==> config.mk <==
export PLATFORM = sky130hd
export DESIGN_NAME = bbp_ctrl
export DESIGN_NICKNAME = d
export VERILOG_FILES = /design/src/bbp_pkg.sv /design/src/bbp_ctrl.sv
export SDC_FILE = /design/constraint.sdc
export NUM_CORES = 1
export LEC_CHECK = 0
export ABC_AREA = 1
export BUFFER_PORTS_ARGS = -buffer_cell sky130_fd_sc_hd__buf_4
export CAP_MARGIN = 40
export CORE_AREA = 2 2 39 41
export CTS_BUF_LIST = sky130_fd_sc_hd__clkbuf_16
export DETAILED_ROUTE_END_ITERATION = 10
export DIE_AREA = 0 0 41 43
export SLEW_MARGIN = 20
export SYNTH_ARGS = -nofsm -noshare
export SYNTH_HDL_FRONTEND = slang
export SYNTH_SLANG_ARGS = --single-unit
==> constraint.sdc <==
create_clock -name clk -period 0.95 [get_ports clk]
set_clock_uncertainty 0.1 [all_clocks]
set_input_delay 0.0475 -clock clk [delete_from_list [all_inputs] [get_ports clk]]
set_output_delay 0.0475 -clock clk [all_outputs]
set_load 0.02 [all_outputs]
==> src/bbp_pkg.sv <==
package bbp_pkg;

  localparam int INDEX_BITS_DEF = 10;

  localparam int CTR_BITS = 2;
  localparam logic [CTR_BITS-1:0] CTR_SNT = 2'd0;
  localparam logic [CTR_BITS-1:0] CTR_WNT = 2'd1;
  localparam logic [CTR_BITS-1:0] CTR_ST  = 2'd3;

  localparam int S_DATA_BITS = 40;
  localparam int M_DATA_BITS = 8;

  localparam logic REQ_PREDICT = 1'b0;
  localparam logic REQ_TRAIN   = 1'b1;

  // controller to datapath
  typedef struct packed {
    logic clr_we;
    logic accept;
    logic commit;
  } bbp_cmd_t;

  // datapath to controller
  typedef struct packed {
    logic clr_last;
    logic out_free;
  } bbp_stat_t;

  function automatic logic [CTR_BITS-1:0] bump(input logic [CTR_BITS-1:0] ctr,
                                               input logic taken);
    logic [CTR_BITS-1:0] res;
    res = ctr;
    if (taken) begin
      if (ctr != CTR_ST) res = ctr + 2'd1;
    end else begin
      if (ctr != CTR_SNT) res = ctr - 2'd1;
    end
    return res;
  endfunction

endpackage

==> src/bbp_ctrl.sv <==
module bbp_ctrl import bbp_pkg::*; (
  input  logic      clk,
  input  logic      rst,
  input  logic      s_tvalid,
  output logic      s_tready,
  input  bbp_stat_t stat,
  output bbp_cmd_t  cmd
);

  typedef enum logic [2:0] {
    ST_CLEAR  = 3'b001,
    ST_IDLE   = 3'b010,
    ST_LOOKUP = 3'b100
  } state_t;

  state_t state, state_next;

  always_ff @(posedge clk) begin
    if (rst) state <= ST_CLEAR;
    else     state <= state_next;
  end

  always_comb begin
    state_next = state;
    s_tready   = 1'b0;
    cmd        = '0;
    case (state)
      ST_CLEAR: begin
        cmd.clr_we = 1'b1;
        if (stat.clr_last) state_next = ST_IDLE;
      end
      ST_IDLE: begin
        s_tready   = 1'b1;
        cmd.accept = s_tvalid;
        if (s_tvalid) state_next = ST_LOOKUP;
      end
      ST_LOOKUP: begin
        // wait until the output register can take the result
        if (stat.out_free) begin
          cmd.commit = 1'b1;
          state_next = ST_IDLE;
        end
      end
      default: state_next = ST_CLEAR;
    endcase
  end

endmodule

# [Word level (Yosys, flattened, before mapping)]
# Index checks and enable logic that the tools add are counted.
[classes] eq_ne=6 mux=9 reduce_logical=1
[op_table] op="3-bit 2-to-1 mux" count=3
[op_table] op="3-bit one-hot mux with 3 select lines" count=1
[op_table] op="2-bit inequality test, second input constant" count=3
[op_table] op="1-bit 2-to-1 mux" count=5
[op_table] op="3-bit by 1-bit equality test with 1-bit output, second input constant" count=1
[op_table] op="3-bit by 2-bit equality test with 1-bit output, second input constant" count=1
[op_table] op="3-bit equality test, second input constant" count=1
[op_table] op="3-bit AND reduction" count=1
[totals] output_inout_bits=4 inputBits=5 ff_bits=3

# [Logic depth before layout (Yosys ltp)]
[depth] ltp_word=3 ltp_mapped=5 mapped_depth_nobuf=5

# [Worst setup path before layout]
# Ideal clock, no wire load.
[synth_path] path_kind="reg2out" start="register state[0]" end="output port cmd[1] (netlist bit)" slack_ns=-0.014 stages_incl_launch_ff=6 n_path_buf=0 t_arrival_ns=0.817 required_time_ns=0.802 cell_sequence="dfxtp_1 -> nor2_1 -> nand2_1 -> inv_2 -> nand2_2 -> inv_1"
[synth_lines] item="start, declared" line="bbp_ctrl.sv:16" rtl="state_t state, state_next;"
[synth_lines] item="start signal, assigned" line="bbp_ctrl.sv:20" rtl="else state <= state_next;"
[synth_lines] item="end, declared" line="bbp_ctrl.sv:7" rtl="output bbp_cmd_t cmd"

==> metrics.yaml <==
grt_max_degree: 5
boundaryPins: 9
worstPathRequired_ns: 0.80
vdd_ir_drop_max_uv: 1800
fp-row-count: 14
max_freq_mhz: 856
criticalPathCategory: "flop to output port"
drv_cap: 0
synth-seq-cells: 3
ant_nets: 0
crit_path_start_kind: "flop"
p_per_area_mw_per_mm2: 2500
fin_ws_ns: -0.219
cts.htree.levels: 1
final_nets: 52
syn2layout_area_growth_pct: 130
grt_overflow: 0
worstHoldPathCells: 4
grt_pass1_vias: 204
finalSetupViolCount: 7
hpwl_microns: 311
path_buf_inv: 3
synth_cells: 30
fp.dieH_microns: 43
grt_pass1_wl_microns: 765
synth_largest_area_cell: "dfxtp_1"
antenna_found_initial: 0
critical_path.cell_chain: "nor2_1 > nand2_1 > inv_2 > nand2_2 > inv_2 > buf_6"
track_usage_pct: 6.92
timing.rr.start: "state[0]"
numPortBuffers: 8
wl_met2_microns: 199
hold_viol_final: 0
p_switching_w: 0.000235
hold_end: "state[1]"
p_leak_nw: 0.227
viasPerCell: 3.61
preCtsSetupSlack_ns: -0.0258
p_clk_share_pct: 63.6
combPwrFrac_pct: 18.8
wire_per_inst_microns: 7.39
wl_microns: 458
cts.root.buffer_cell: "clkbuf_16"
antennaDiodeCount: 0
tightestPinTransition_ns: 0.156
avgSynthCellArea_sq_um: 5.88
yosys-top-cells-area: "dfxtp_1, nand3_1, inv_1, nor2_1, nand2_1"
synth_cell_types: 8
drive_above_1_share_pct: 54.3
cp_top_family: "flip-flops"
dr.max_layer_used: "met3"
min_period_ns: 1.17
p_int_w: 0.000778
firstDrtPassIters: 4
maxSlewHeadroom_pct: 89.6
syn_nets: 35
dr_wl_met3_microns: 47
routabilityCongestion: 0.733
crit_path_top_delay_cell: "dfxtp_2"
dr.first_iter.drc_count: 1
vias: 224
top_regs: "state: 3 flops"
crit_arrival_ns: 1.02
cts.sinks: 3
cp_common_cell: "inv_2"
hp-start: "s_tvalid"
netlist_area_sq_um: 176
yosys_warnings: 0
critPathCaptureType: "output port"
cts_made_buffers: 3
clockBufferDepth: 2
maxSlewViolCount: 0
synth_top_area_share_pct: 34.0
initial_core_util_pct: 12.7
switching_share_pct: 23.2
rsz0062_at_grt: "yes"
largest_register_ffs: 3
hp-class: "primary input to flop"
drc: 0
status: "finished, violations left"
die_w_microns: 41
clkTransAtPathRegs_ns: 0.03
placedCellCount: 54
cts_tree: "done"
ff2ff_path_depth: 6
r2r_slack_ns: -0.10
fin_crit_sh_pct: 123
die_area_sq_mm: 0.00176
wl_met1_microns: 211
clk_latency_ns: 0.22
max_stage_delay_ns: 0.33
r2r-end: "state[2]"
ys_seq_area_share_pct: 34.0
p_seq_share_pct: 17.5
top_register: "state"
violations: "negative setup slack"
instances_no_fill: 62
coreArea_sq_mm: 0.00138
worst-path-max-fanout: 4
final cells by class:
cell class              instances  area (sq um)
repair buffers                 12           104
well taps                      16          20.0
fillers                       157           978
clock inverters                 1          3.75
flip-flops and latches          3          66.3
clock buffers                   3          75.1
multi-input cells              18           103
inverters                       9          33.8
cells in the mapped netlist (all sizes together):
library cell and instances:
inv 9, nor2 7, dfxtp 3, a21oi 1
nand2 4, nand3 6
placed cells by master (no fill, tap or decap), drive strengths merged:
cell         instances
a21oi                1
buf                 11
clkbuf               3
dfxtp                3
dlygate4sd3          1
inv                 10
nand2                4
nand3                6
nor2                 7
stage by stage:
step / util, % / TNS [ns] / hold WS (ns) / area [sq um] / total power [W]
2_1_floorplan: - / 0 / 0.00994 / 179 / 0.000271
3_3_place_gp: 18.7 / -0.0239 / 0.114 / 259 / 0.000329
3_5_place_dp: 18.7 / -0.0427 / 0.116 / 259 / 0.000330
4_1_cts: 26.2 / -0.864 / 0.0112 / 363 / 0.00100
5_1_grt: 29.3 / -1.24 / 0.0609 / 405 / 0.00107
6_report: 29.3 / -0.892 / 0.0369 / 405 / 0.00101
power by group through the flow:
stage | Sequential (W) | Combinational, W | Clock, W
3_5_place_dp | 0.000165 | 0.000166 | 0
4_1_cts | 0.000167 | 0.000172 | 0.000662
5_1_grt | 0.000180 | 0.000208 | 0.000683
3_3_place_gp | 0.000165 | 0.000164 | 0
2_1_floorplan | 0.000161 | 0.000109 | 0
6_report | 0.000178 | 0.000191 | 0.000645
cell families (layout without fill, tap and decap cells):
group                  count (synthesis)  count (layout)  share of synthesized area [%]
flip-flops                             3               3                           34.0
buffers and inverters                  9              25                           19.1
AO/OA/AOI/OAI                          1               1                           4.97
AND/OR/NAND/NOR                       17              17                           41.8
how the worst max path moves through the flow:
stage | start | endpoint | slack [ns] | cells past startpoint
3_3_place_gp | state[2] | state[1] | -0.02 | 5
2_1_floorplan | state[0] | state[2] | 0.009 | 5
3_5_place_dp | state[2] | state[1] | -0.03 | 5
5_1_grt | state[2] | cmd[1] | -0.28 | 6
6_report | state[0] | cmd[1] | -0.22 | 6
4_1_cts | state[0] | cmd[1] | -0.22 | 6
repair_timing:
item                                    CTS  global route
hold buffers                              1             0
buffers inserted                          1             2
pin swaps                                 1             8
endpoints found under the setup margin    5             7
gates resized for setup                   4             8
hold endpoints to repair                  2             0
worst register-to-register path: stages (launching register included):
cell and delay [ns]:
dfxtp_2 0.33, nor2_1 0.08, nand2_1 0.10, inv_2 0.08, nand2_2 0.06, buf_4 0.13
a21oi_2 0.10
layer usage:
metal	track usage (%)	vias up
li1	-	122
met1	8.97	93
met2	7.19	9
met3	6.28	0
met4	4.00	0
met5	0	-
Power figures use the tool's default switching activity.
